<file path="src/hw/rtl/assert_macros.svh">
// assertion helpers included by the compensation top
`ifndef ASSERT_MACROS_SVH
`define ASSERT_MACROS_SVH

// implication checked at every edge outside reset
`define ASSERT_IMPL(label, ante, cons, msg) \
  label: assert property (@(posedge clk) disable iff (!rst_n) (ante) |-> (cons)) \
    else $error(msg);

// implication checked in the cycle after the antecedent
`define ASSERT_NEXT(label, ante, cons, msg) \
  label: assert property (@(posedge clk) disable iff (!rst_n) (ante) |=> (cons)) \
    else $error(msg);

`endif

</file>
<file path="src/hw/rtl/thp_pkg.sv">
`timescale 1ns / 1ps
// ----------------------------------------------------------------------------
// thp_pkg
// Types, constants and arithmetic helpers of the sensor compensation block.
// ----------------------------------------------------------------------------
package thp_pkg;

  localparam int CFG_IDX_W = 3;
  localparam int CFG_DATA_W = 64;
  localparam int DIV_STEPS = 64;

  localparam logic [CFG_IDX_W-1:0] CFG_TEMP      = 3'd0;
  localparam logic [CFG_IDX_W-1:0] CFG_PRESS_LO  = 3'd1;
  localparam logic [CFG_IDX_W-1:0] CFG_PRESS_HI  = 3'd2;
  localparam logic [CFG_IDX_W-1:0] CFG_PRESS_HUM = 3'd3;
  localparam logic [CFG_IDX_W-1:0] CFG_HUM       = 3'd4;

  localparam logic [31:0] HUM_LIMIT = 32'd419430400;

  typedef struct packed {
    logic [19:0] raw_temperature;
    logic [19:0] raw_pressure;
    logic [15:0] raw_humidity;
  } in_t;

  typedef struct packed {
    logic signed [31:0] temperature_centi;
    logic [31:0]        pressure_pa;
    logic [16:0]        humidity_q10;
  } out_t;

  typedef struct packed {
    logic [31:0] t1, t2, t3;
    logic [63:0] p1, p2, p3, p4, p5, p6, p7, p8, p9;
    logic [31:0] h1, h2, h3, h4, h5, h6;
  } calib_t;

  // partial products of a wrapping 64x64 multiply
  typedef struct packed {
    logic [63:0] ll;
    logic [31:0] cr;
  } mp_t;

  typedef struct packed {
    logic [63:0] rem;
    logic [63:0] nq;
    logic [63:0] den;
  } div_t;

  typedef struct packed {
    logic        neg;
    logic        zero;
    logic [31:0] tc;
    logic [16:0] hum;
  } side_t;

  function automatic logic [31:0] asr32(input logic [31:0] x, input int n);
    logic signed [31:0] s;
    s = x;
    return s >>> n;
  endfunction

  function automatic logic [63:0] asr64(input logic [63:0] x, input int n);
    logic signed [63:0] s;
    s = x;
    return s >>> n;
  endfunction

  function automatic mp_t mul64_p(input logic [63:0] a, input logic [63:0] b);
    mp_t r;
    r.ll = {32'd0, a[31:0]} * {32'd0, b[31:0]};
    r.cr = a[63:32] * b[31:0] + a[31:0] * b[63:32];
    return r;
  endfunction

  function automatic logic [63:0] mul64_s(input mp_t p);
    return p.ll + {p.cr, 32'd0};
  endfunction

  function automatic logic [63:0] sx64(input logic [15:0] v);
    return {{48{v[15]}}, v};
  endfunction

  function automatic calib_t unpack_calib(input logic [47:0] tcal, input logic [63:0] plo,
                                          input logic [63:0] phi, input logic [47:0] phc,
                                          input logic [39:0] hcal);
    calib_t c;
    c.t1 = {16'd0, tcal[15:0]};
    c.t2 = {{16{tcal[31]}}, tcal[31:16]};
    c.t3 = {{16{tcal[47]}}, tcal[47:32]};
    c.p1 = {48'd0, plo[15:0]};
    c.p2 = sx64(plo[31:16]);
    c.p3 = sx64(plo[47:32]);
    c.p4 = sx64(plo[63:48]);
    c.p5 = sx64(phi[15:0]);
    c.p6 = sx64(phi[31:16]);
    c.p7 = sx64(phi[47:32]);
    c.p8 = sx64(phi[63:48]);
    c.p9 = sx64(phc[15:0]);
    c.h1 = {24'd0, phc[23:16]};
    c.h2 = {{16{phc[39]}}, phc[39:24]};
    c.h3 = {24'd0, phc[47:40]};
    c.h4 = {{16{hcal[15]}}, hcal[15:0]};
    c.h5 = {{16{hcal[31]}}, hcal[31:16]};
    c.h6 = {{24{hcal[39]}}, hcal[39:32]};
    return c;
  endfunction

endpackage

</file>
<file path="src/hw/rtl/thp_div_stage.sv">
`timescale 1ns / 1ps
// ----------------------------------------------------------------------------
// thp_div_stage
// One restoring step of the unsigned 64-bit divider, one quotient bit.
// ----------------------------------------------------------------------------
module thp_div_stage (
  input  logic           clk,
  input  logic           rst_n,
  input  logic           en,
  input  logic           in_valid,
  input  thp_pkg::div_t  in_div,
  input  thp_pkg::side_t in_side,
  output logic           out_valid,
  output thp_pkg::div_t  out_div,
  output thp_pkg::side_t out_side
);

  logic           valid_r;
  thp_pkg::div_t  div_r, div_nxt;
  thp_pkg::side_t side_r;
  logic [64:0]    trial;

  always_comb begin
    trial = {in_div.rem, in_div.nq[63]};
    div_nxt.den = in_div.den;
    if (trial >= {1'b0, in_div.den}) begin
      div_nxt.rem = 64'(trial - {1'b0, in_div.den});
      div_nxt.nq  = {in_div.nq[62:0], 1'b1};
    end else begin
      div_nxt.rem = trial[63:0];
      div_nxt.nq  = {in_div.nq[62:0], 1'b0};
    end
  end

  always_ff @(posedge clk) begin
    if (!rst_n) begin
      valid_r <= 1'b0;
    end else if (en) begin
      valid_r <= in_valid;
    end
  end

  always_ff @(posedge clk) begin
    if (en) begin
      div_r  <= div_nxt;
      side_r <= in_side;
    end
  end

  assign out_valid = valid_r;
  assign out_div   = div_r;
  assign out_side  = side_r;

endmodule

</file>
<file path="config.mk">
export PLATFORM = sky130hd
export DESIGN_NAME = thp_div_stage
export DESIGN_NICKNAME = d
export VERILOG_FILES = /design/src/hw/rtl/assert_macros.svh /design/src/hw/rtl/thp_pkg.sv /design/src/hw/rtl/thp_div_stage.sv
export SDC_FILE = /design/constraint.sdc
export NUM_CORES = 1
export LEC_CHECK = 0
export CELL_PAD_IN_SITES_DETAIL_PLACEMENT = 2
export CELL_PAD_IN_SITES_GLOBAL_PLACEMENT = 2
export CORE_ASPECT_RATIO = 0.5
export CORE_MARGIN = 8
export CORE_UTILIZATION = 40
export CTS_CLUSTER_SIZE = 25
export DETAILED_ROUTE_END_ITERATION = 10
export DONT_BUFFER_PORTS = 1
export PLACE_DENSITY_LB_ADDON = 0.1
export SYNTH_ARGS = -nofsm -noshare
export SYNTH_HDL_FRONTEND = slang
export SYNTH_SLANG_ARGS = --single-unit
</file>
<file path="constraint.sdc">
create_clock -name clk -period 6 [get_ports clk]
set_input_delay 0.3 -clock clk [delete_from_list [all_inputs] [get_ports clk]]
set_output_delay 0.3 -clock clk [all_outputs]
set_load 0.005 [all_outputs]
</file>
==> metrics.cfg, run 1 <==
[floorplan]
io_pins = 491
die_h_um = 139
die_x_um = 263
rows = 45
initial_core_util = 0.405
coreArea_um2 = 30100
die_area_um2 = 36600

[global_route]
grt_first_pass_wirelength_mm = 85.4
grt_pass1_vias = 10581
overflow = 0
grt_use_total = 0.317
grt_max_degree = 245
antenna_found_initial = 3

[finish]
post-route-util = 0.518
multi_input_area_um2 = 4390
layout.area.seq_um2 = 7320
fillers = 2857
drive_above_1_share = 0.0656
area_delta_synth_final_pct = 28.0
finalNetCount = 1528

[setup_path]
crit_path_end_kind = flop
rrSetupSlack_ns = 4.82
cp_slowest_stage_delay_ns = 0.74
cp_slowest_cell = a21o_4
cp_max_fo = 71
cp_top_family = compound AO/OA/AOI/OAI gates
worstSetupStartpointType = input port
r2r_cells = 3
crit_type = in -> reg
crit_path_cell_trace = inv_1 -> ha_1 -> nand2_1 -> o21ai_0 -> a211oi_1 -> o21ai_0 -> nor3_2 -> o21ai_2 -> a31o_2 -> a21o_4 -> buf_4 -> mux2_1
worstPathBufferInverterCount = 2
reg2reg_to = out_valid
worstPathRequired_ns = 6.29
crit_path_frequent_cell = o21ai_0
crit_arrival_ns = 4.28
r2r_start = out_valid
cp.depth = 12
cp-startpoint = in_div[20]

[hold_path]
holdPathStages = 2
hold_path.class = in -> reg
holdPathEnd = out_div[148]
hold_path.startpoint = in_div[147]

[yosys]
yosysWarnings = 0
ys_seq_elements = 244
synth_area_leaders = edfxtp_1 (60%), ha_1 (6.6%), a21oi_1 (4.6%)
syn_area_um2 = 12200
synth_largest_area_cell = edfxtp_1
avgSynthCellArea_um2 = 12.2
synthArstFlopShare = 0
synthFlopType = edfxtp_1
netlist_top_cells_count = edfxtp_1 (243), a21oi_1 (111), inv_1 (79), nor2_1 (76), ha_1 (64)
synth_nets = 1310
synth-seq-area-share = 0.600
synthCells = 998
synth_most_common_cell = edfxtp_1
synth-edff-count = 243
synth_top_area_share = 0.599
ys_types = 67

[timing]
fin_worst_skew_ns = 0
fmax_mhz = 251
relSlewSlack = 0.341
finalHoldViolCount = 1
post-route-period-util = 0.665
setup_violations = 0
rsz0062_at_grt = no
final-max-slew-violation-count = 0
period_minus_slack_ns = 3.99
whs_ns = -0.000737
tightest_slew_ns = 0.988
setup_tns_ns = 0

[clock_network]
root_buffer = clkbuf_16
cts_buffers = 24
cts_buffer_depth = 3
htreeDepth = 1
post-cts-setup-buffer-count = 0
cts_tree = built
clk_pin_slew_ns = 0.08
cts.sinks = 244
clk_latency_ns = 0.55

[power]
leakage_nw = 6.01
power_density_nw_per_um2 = 309
vdd_drop_max_uv = 194

[placed_design]
place_hpwl_mm = 41.5
gp_congestion = 0.812
portBuffers = 0

[status]
status = finished, violations left
violations = hold timing

[drt]
drtIter0Drc = 1015
finalWirelength_mm = 61.6
drt-wirelength-per-cell_um = 37.7
via_per_inst = 6.16
ant_nets = 0
vias = 10075
drc = 0
firstDrtPassIters = 5

[flow_run]
drv_cap = 0

-- metrics by stage --
step,setup slack (ns),hold slack (ns),power (mW),std cells,instance area [um2]
after floorplan,2.98,0.399,2.65,998,12200
after global placement,1.87,0.399,2.86,1365,12500
after detailed placement,1.73,0.399,2.93,1365,12500
after CTS,2.27,-0.142,4.66,1631,15500
after global routing,1.92,0.00769,4.93,1635,15600
final,2.01,-0.000737,4.81,1635,15600
-- sequential cells by signal, indices dropped and copies added, names as in the netlist --
signal     cells
out_div      192
out_valid      1
out_side      51
-- kinds of logic (layout without fill, tap and decap cells) --
logic type | count (synthesis) | count (layout) | share of synthesized area
compound gates | 278 | 278 | 0.149
fa+ha+maj | 65 | 65 | 0.0674
xor+xnor | 57 | 57 | 0.0410
flops | 244 | 244 | 0.600
simple gates | 224 | 224 | 0.0872
other cells | 0 | 2 | 0
buf+inv | 113 | 349 | 0.0397
mux | 17 | 17 | 0.0155
-- layout make-up --
cell class,instances,share of cell area
Clock inverter,19,0.0121
Tap cell,399,0.0320
Multi-Input combinational cell,641,0.282
Inverter,79,0.0190
Clock buffer,25,0.0388
Sequential cell,244,0.469
Timing Repair Buffer,226,0.147
Antenna cell,2,0.000321
-- what timing repair did --
item / in CTS / in global routing
hold buffers: 222 / 2
resized for setup: 0 / 0
hold endpoints to repair: 464 / 91
-- per-layer routing --
metal	share of wire	vias up	track usage
met5	0	-	0
li1	-	4119	-
met3	0.094	138	0.0876
met4	0.037	0	0.0919
met2	0.50	636	0.571
met1	0.37	5182	0.368
-- power breakdown --
group / switching (mW) / leakage [nW] / internal, mW / total [mW]
Sequential: 0.172 / 2.39 / 2.09 / 2.27
Combinational: 0.525 / 3.25 / 0.341 / 0.866
Clock: 0.809 / 0.370 / 0.870 / 1.68
Total: 1.51 / 6.01 / 3.31 / 4.81
-- cell usage in the layout (no fill, tap or decap), types with 10 or more instances in the layout --
cell type | netlist | layout
a21oi_1 | 111 | 111
mux2_1 | 14 | 14
xor2_1 | 20 | 20
inv_1 | 79 | 79
nand4_1 | 15 | 15
nor2_2 | 10 | 10
a21oi_2 | 12 | 12
clkbuf_16 | 0 | 24
a21o_1 | 37 | 36
o21bai_1 | 11 | 11
o21ai_0 | 41 | 41
o21a_1 | 12 | 12
dlygate4sd3_1 | 0 | 222
nand2_1 | 60 | 60
nand3_1 | 11 | 11
ha_1 | 64 | 64
nor2_1 | 76 | 76
xnor2_1 | 37 | 37
edfxtp_1 | 243 | 243
-- worst max-delay path by stage --
stage | endpoint | slack (ns)
floorplan | out_div[191] | 2.98
global placement | out_div[159] | 1.87
detailed placement | out_div[159] | 1.73
CTS | out_div[159] | 2.27
global route | out_div[151] | 1.92
finish | out_div[159] | 2.01
(Power assumes the default switching activity.)
==> inputs of run 2 (changes only) <==
--- a/config.mk
+++ b/config.mk
@@ -9,7 +9,7 @@
 export CELL_PAD_IN_SITES_GLOBAL_PLACEMENT = 2
 export CORE_ASPECT_RATIO = 0.5
 export CORE_MARGIN = 8
-export CORE_UTILIZATION = 40
+export CORE_UTILIZATION = 36
 export CTS_CLUSTER_SIZE = 25
 export DETAILED_ROUTE_END_ITERATION = 10
 export DONT_BUFFER_PORTS = 1
==> constraint.sdc (replaced) <==
create_clock -name clk -period 3.3 [get_ports clk]
set_input_delay 0.165 -clock clk [delete_from_list [all_inputs] [get_ports clk]]
set_output_delay 0.165 -clock clk [all_outputs]
set_load 0.005 [all_outputs]
==> run 2 against run 1 <==
Critical endpoint is now out_div[140]. Via count fell by 2.1%. Die area rose by 10%. Clock-buffer cell count increased by 3. The run ends with hold timing, setup timing left. Clock skew unchanged. Largest power group unchanged. First-iteration DRC count decreased by 35%. Non-clock buffer count increased by 89. Final cell count is 8.1% higher. Combinational power up 85%. Critical path depth increased by 2. Clock power increased by 74%. Power is 79% higher. Routed wire length is 5.9% lower.
==> metrics.cfg, run 2 (synthesis results as in run 1) <==
[timing]
tightest_slew_ns = 0.711
rsz0062_at_grt = no
fmax_mhz = 299
whs_ns = -0.250
relSlewSlack = 0.526
post-route-period-util = 1.01
setup_tns_ns = -0.0414
finalHoldViolCount = 103
final-max-slew-violation-count = 0
setup_slack_ns = -0.0414
fin_worst_skew_ns = 0
setup_violations = 1
period_minus_slack_ns = 3.34

[clock_network]
cts_tree = built
root_buffer = clkbuf_16
htreeDepth = 1
clk_latency_ns = 0.55
clk_pin_slew_ns = 0.07
cts_buffer_depth = 3
cts.sinks = 244
cts_buffers = 25
hold_buffers = 244
post-cts-setup-buffer-count = 0

[finish]
area_delta_synth_final_pct = 34.3
largest_reg_flops = 192
post-route-util = 0.492
finalNetCount = 1618
layout_commonest_cell = dlygate4sd3_1
final_cells = 1768
drive_above_1_share = 0.111
fin_area_um2 = 16400
layout_common_cells = dlygate4sd3_1 (244), edfxtp_1 (243), a21oi_1 (110)

[floorplan]
die_x_um = 276
die_area_um2 = 40300
initial_core_util = 0.367
io_pins = 491
coreArea_um2 = 33200
die_h_um = 146
rows = 47

[setup_path]
crit_type = in -> reg
reg2reg_to = out_valid
crit_arrival_ns = 3.63
cp_max_fo = 21
worstSetupStartpointType = input port
worstPathRequired_ns = 3.59
crit_path_end_kind = flop
rrSetupSlack_ns = 2.13
r2r_cells = 3
r2r_start = out_valid

[flow_run]
drv_cap = 0

[placed_design]
portBuffers = 0
gp_congestion = 0.785
numPlacedInstances = 1476
place_hpwl_mm = 42.8
dpl_cell_area_um2 = 13100

[power]
vdd_drop_max_uv = 253
p_clk_frac = 0.339
p_int_mw = 6.09
power_density_nw_per_um2 = 527
seq_power_share = 0.476
power_switching_mw = 2.53
leakage_nw = 6.42
power_switching_share = 0.294
combPwrFrac = 0.185

[drt]
drc = 0
drt-wirelength-per-cell_um = 32.8
finalWirelength_mm = 58.0
vias = 9860
ant_nets = 0
via_per_inst = 5.58
firstDrtPassIters = 5
drtIter0Drc = 656

[global_route]
grt_pass1_vias = 10856
grt_use_total = 0.275
overflow = 0
grt_first_pass_wirelength_mm = 82.6
grt_max_degree = 245
antenna_found_initial = 7

[status]
status = finished, violations left
violations = hold timing, setup timing

[hold_path]
hold_path.startpoint = en
holdPathStages = 0
holdPathEnd = out_div[173]
hold_path.class = in -> reg

==> run 2: changes by cell type in the layout (fill, tap and decap cells not counted), sizes merged <==
cell,before,now
buf,4,71
bufinv,3,2
clkbuf,25,28
clkinv,10,9
clkinvlp,5,2
diode,2,5
dlygate4sd3,222,244
inv,80,81
==> run 2: how the worst max path moves through the flow <==
stage | slack, ns | depth (start not counted) | startpoint | endpoint
after floorplan | 0.42 | 11 | in_div[32] | out_div[191]
after global placement | -0.17 | 14 | in_div[16] | out_div[148]
after detailed placement | -0.29 | 14 | in_div[16] | out_div[140]
after CTS | 0.1 | 12 | in_div[1] | out_div[188]
after global routing | 0.009 | 14 | in_div[20] | out_div[140]
final | -0.04 | 14 | in_div[20] | out_div[140]
==> run 2: area by class of cell <==
type                            count  area, um2
Antenna cell                        5       12.5
Timing Repair Buffer              315       3000
Clock inverter                     15        144
Multi-Input combinational cell    641       4400
Tap cell                          441        552
Sequential cell                   244       7320
Clock buffer                       28        637
Inverter                           79        297
Fill cell                        3262      16900
==> run 2: worst max-delay path, stage by stage <==
cell and delay, ns:
inv_1 0.02, ha_1 0.39, a21oi_1 0.31, o21ai_0 0.24, a211oi_1 0.46, o21ai_0 0.27, nor3_2 0.37, o21ai_2 0.14
a31o_2 0.31, a21o_4 0.25, buf_12 0.16, buf_4 0.22, nor2_1 0.23, a21oi_1 0.10
==> run 2: through the flow <==
stage	power, mW	hold slack (ns)	setup slack (ns)
floorplan	4.82	0.264	0.418
detailed placement	5.45	0.264	-0.291
global placement	5.33	0.264	-0.174
finish	8.62	-0.250	-0.0414
global route	8.90	-0.288	0.00862
CTS	8.56	-0.287	0.0978
==> run 2: power by group through the flow <==
stage | Sequential (mW) | Clock [mW] | Combinational, mW
after floorplan | 3.98 | 0 | 0.845
after global placement | 4.12 | 0 | 1.21
after detailed placement | 4.17 | 0 | 1.27
after CTS | 4.11 | 2.89 | 1.56
after global routing | 4.12 | 3.07 | 1.71
final | 4.11 | 2.92 | 1.60
==> run 2: timing repair <==
item | CTS | global route
resized for setup | 0 | 3
hold endpoints to repair | 486 | 243
setup endpoints to repair | 0 | 4
==> run 2: per-layer routing <==
metal  global-route usage  up-vias  wire length, um
li1                     -     4302                -
met1                0.307     5120            22200
met2                0.525      359            31100
met3               0.0700       75             3500
met4               0.0543        4             1210
met5                    0        -               27
==> inputs of run 3 (changes only) <==
--- a/config.mk
+++ b/config.mk
@@ -5,11 +5,13 @@
 export SDC_FILE = /design/constraint.sdc
 export NUM_CORES = 1
 export LEC_CHECK = 0
+export ABC_AREA = 0
 export CELL_PAD_IN_SITES_DETAIL_PLACEMENT = 2
 export CELL_PAD_IN_SITES_GLOBAL_PLACEMENT = 2
 export CORE_ASPECT_RATIO = 0.5
 export CORE_MARGIN = 8
 export CORE_UTILIZATION = 36
+export CTS_BUF_LIST = sky130_fd_sc_hd__clkbuf_8 sky130_fd_sc_hd__clkbuf_16
 export CTS_CLUSTER_SIZE = 25
 export DETAILED_ROUTE_END_ITERATION = 10
 export DONT_BUFFER_PORTS = 1
==> run 3 against run 2 <==
The flow finishes with violations (hold timing). Global-route usage up 0.30 points. Non-clock buffer count increased by 1. Via count is essentially flat. Routed wire length increased by 1.1%. Critical path depth is the same. Utilization barely moved. Combinational power is essentially flat. Clock skew unchanged. Sequential cell count unchanged. Worst hold slack worse by 0.022 ns. Sequential share of layout area barely moved. Largest power group unchanged.
==> metrics.cfg, run 3 (synthesis results as in run 1) <==
[timing]
whs_ns = -0.272
period_minus_slack_ns = 3.19
setup_violations = 0
final-max-slew-violation-count = 0
fmax_mhz = 313
rsz0062_at_grt = no
setup_slack_ns = 0.105
tightest_slew_ns = 0.710
post-route-period-util = 0.968
relSlewSlack = 0.527
finalHoldViolCount = 63
fin_worst_skew_ns = 0

[status]
status = finished, violations left
violations = hold timing

[finish]
multi_input_area_um2 = 4410
drive_above_1_share = 0.112
layout_common_cells = dlygate4sd3_1 (245), edfxtp_1 (243), a21oi_1 (110)
finalNetCount = 1619
area_delta_synth_final_pct = 34.3
layout.area.seq_um2 = 7320
final_cells = 1767
fillers = 3245
layout_commonest_cell = dlygate4sd3_1
largest_reg_flops = 192

[setup_path]
worstPathRequired_ns = 3.59
crit_arrival_ns = 3.49
cp_max_fo = 21
crit_type = in -> reg
crit_path_end_kind = flop
worstSetupStartpointType = input port

[drt]
drc = 0
finalWirelength_mm = 58.7
drt-wirelength-per-cell_um = 33.2
ant_nets = 0
via_per_inst = 5.58
drtIter0Drc = 603
vias = 9853
firstDrtPassIters = 6

[clock_network]
htreeDepth = 1
root_buffer = clkbuf_16
clk_pin_slew_ns = 0.07
cts_buffer_depth = 3
cts_tree = built
post-cts-setup-buffer-count = 0
cts.sinks = 244
cts_buffers = 25
clk_latency_ns = 0.55

[power]
leakage_nw = 6.43
power_switching_share = 0.295
design_power_total_mw = 8.64
p_int_mw = 6.09
p_clk_frac = 0.339
power_switching_mw = 2.55
vdd_drop_max_uv = 250
combPwrFrac = 0.186
power_density_nw_per_um2 = 528
seq_power_share = 0.476

[global_route]
grt.met2_usage = 0.536
overflow = 0
grt_max_degree = 245
grt_use_met3 = 0.0657
grt_use_total = 0.278
grt-busiest-layer = met2
antenna_found_initial = 6
grt_pass1_vias = 10829
gr-usage-met1 = 0.310
grt_first_pass_wirelength_mm = 83.0

[flow_run]
drv_cap = 0

[floorplan]
io_pins = 491
die_area_um2 = 40300
rows = 47
die_h_um = 146
die_x_um = 276
initial_core_util = 0.367
coreArea_um2 = 33200

[hold_path]
hold_path.class = in -> reg

[placed_design]
place_hpwl_mm = 42.8
portBuffers = 0
gp_congestion = 0.785
numPlacedInstances = 1476
pre_cts_slack_ns = -0.291

## run 3: cell types whose count changed in the layout (fill, tap and decap cells not counted), sizes merged
cell	previous run	this run
dlygate4sd3	244	245
diode	5	3
inv	81	84
clkbuf	28	25
## run 3: per-layer routing
layer	routed length, um	vias up
met5	27	-
met4	1200	4
met3	3470	75
met2	31600	376
met1	22300	5088
li1	-	4310
## run 3: area by class of cell
cell class | count | area share
Multi-Input combinational cell | 641 | 0.269
Tap cell | 441 | 0.0337
Inverter | 79 | 0.0181
Timing Repair Buffer | 316 | 0.184
Sequential cell | 244 | 0.447
Clock buffer | 25 | 0.0382
Clock inverter | 18 | 0.00948
Antenna cell | 3 | 0.000459
## run 3: final timing paths
kind	start	end	slack, ns	cells after the start
worst max register to register	out_valid	out_valid	2.13	3
worst max-delay path	in_div[20]	out_div[140]	0.11	14
worst min register to register	out_valid	out_valid	1.11	3
worst min-delay path	en	out_div[43]	-0.27	0
## run 3: through the flow
step	instance area, um2	utilization	TNS, ns
final	16400	0.493	0
after global routing	16400	0.493	0
after CTS	16300	0.492	0
after detailed placement	13100	0.395	-9.49
after global placement	13100	0.395	-6.03
after floorplan	12200	-	0
## run 3: worst max-delay path, stage by stage
cell,delay [ns]
inv_1,0.03
ha_1,0.41
a21oi_1,0.30
o21ai_0,0.26
a211oi_2,0.32
o21ai_0,0.21
nor3_2,0.35
o21ai_2,0.14
a31o_2,0.31
a21o_4,0.25
buf_12,0.16
buf_4,0.22
nor2_1,0.24
a21oi_1,0.10
## run 3: power by group through the flow
stage	clock [mW]	combinational [mW]	sequential [mW]
after global routing	3.07	1.72	4.12
after global placement	0	1.21	4.12
after detailed placement	0	1.27	4.17
final	2.92	1.60	4.11
after floorplan	0	0.845	3.98
after CTS	2.89	1.56	4.11
## run 3: what timing repair did
| action | in CTS | in global routing |
|---|---|---|
| resized for setup | 0 | 4 |
| endpoints found under the hold margin | 486 | 244 |
| hold buffers | 244 | 1 |
| setup endpoints to repair | 0 | 5 |
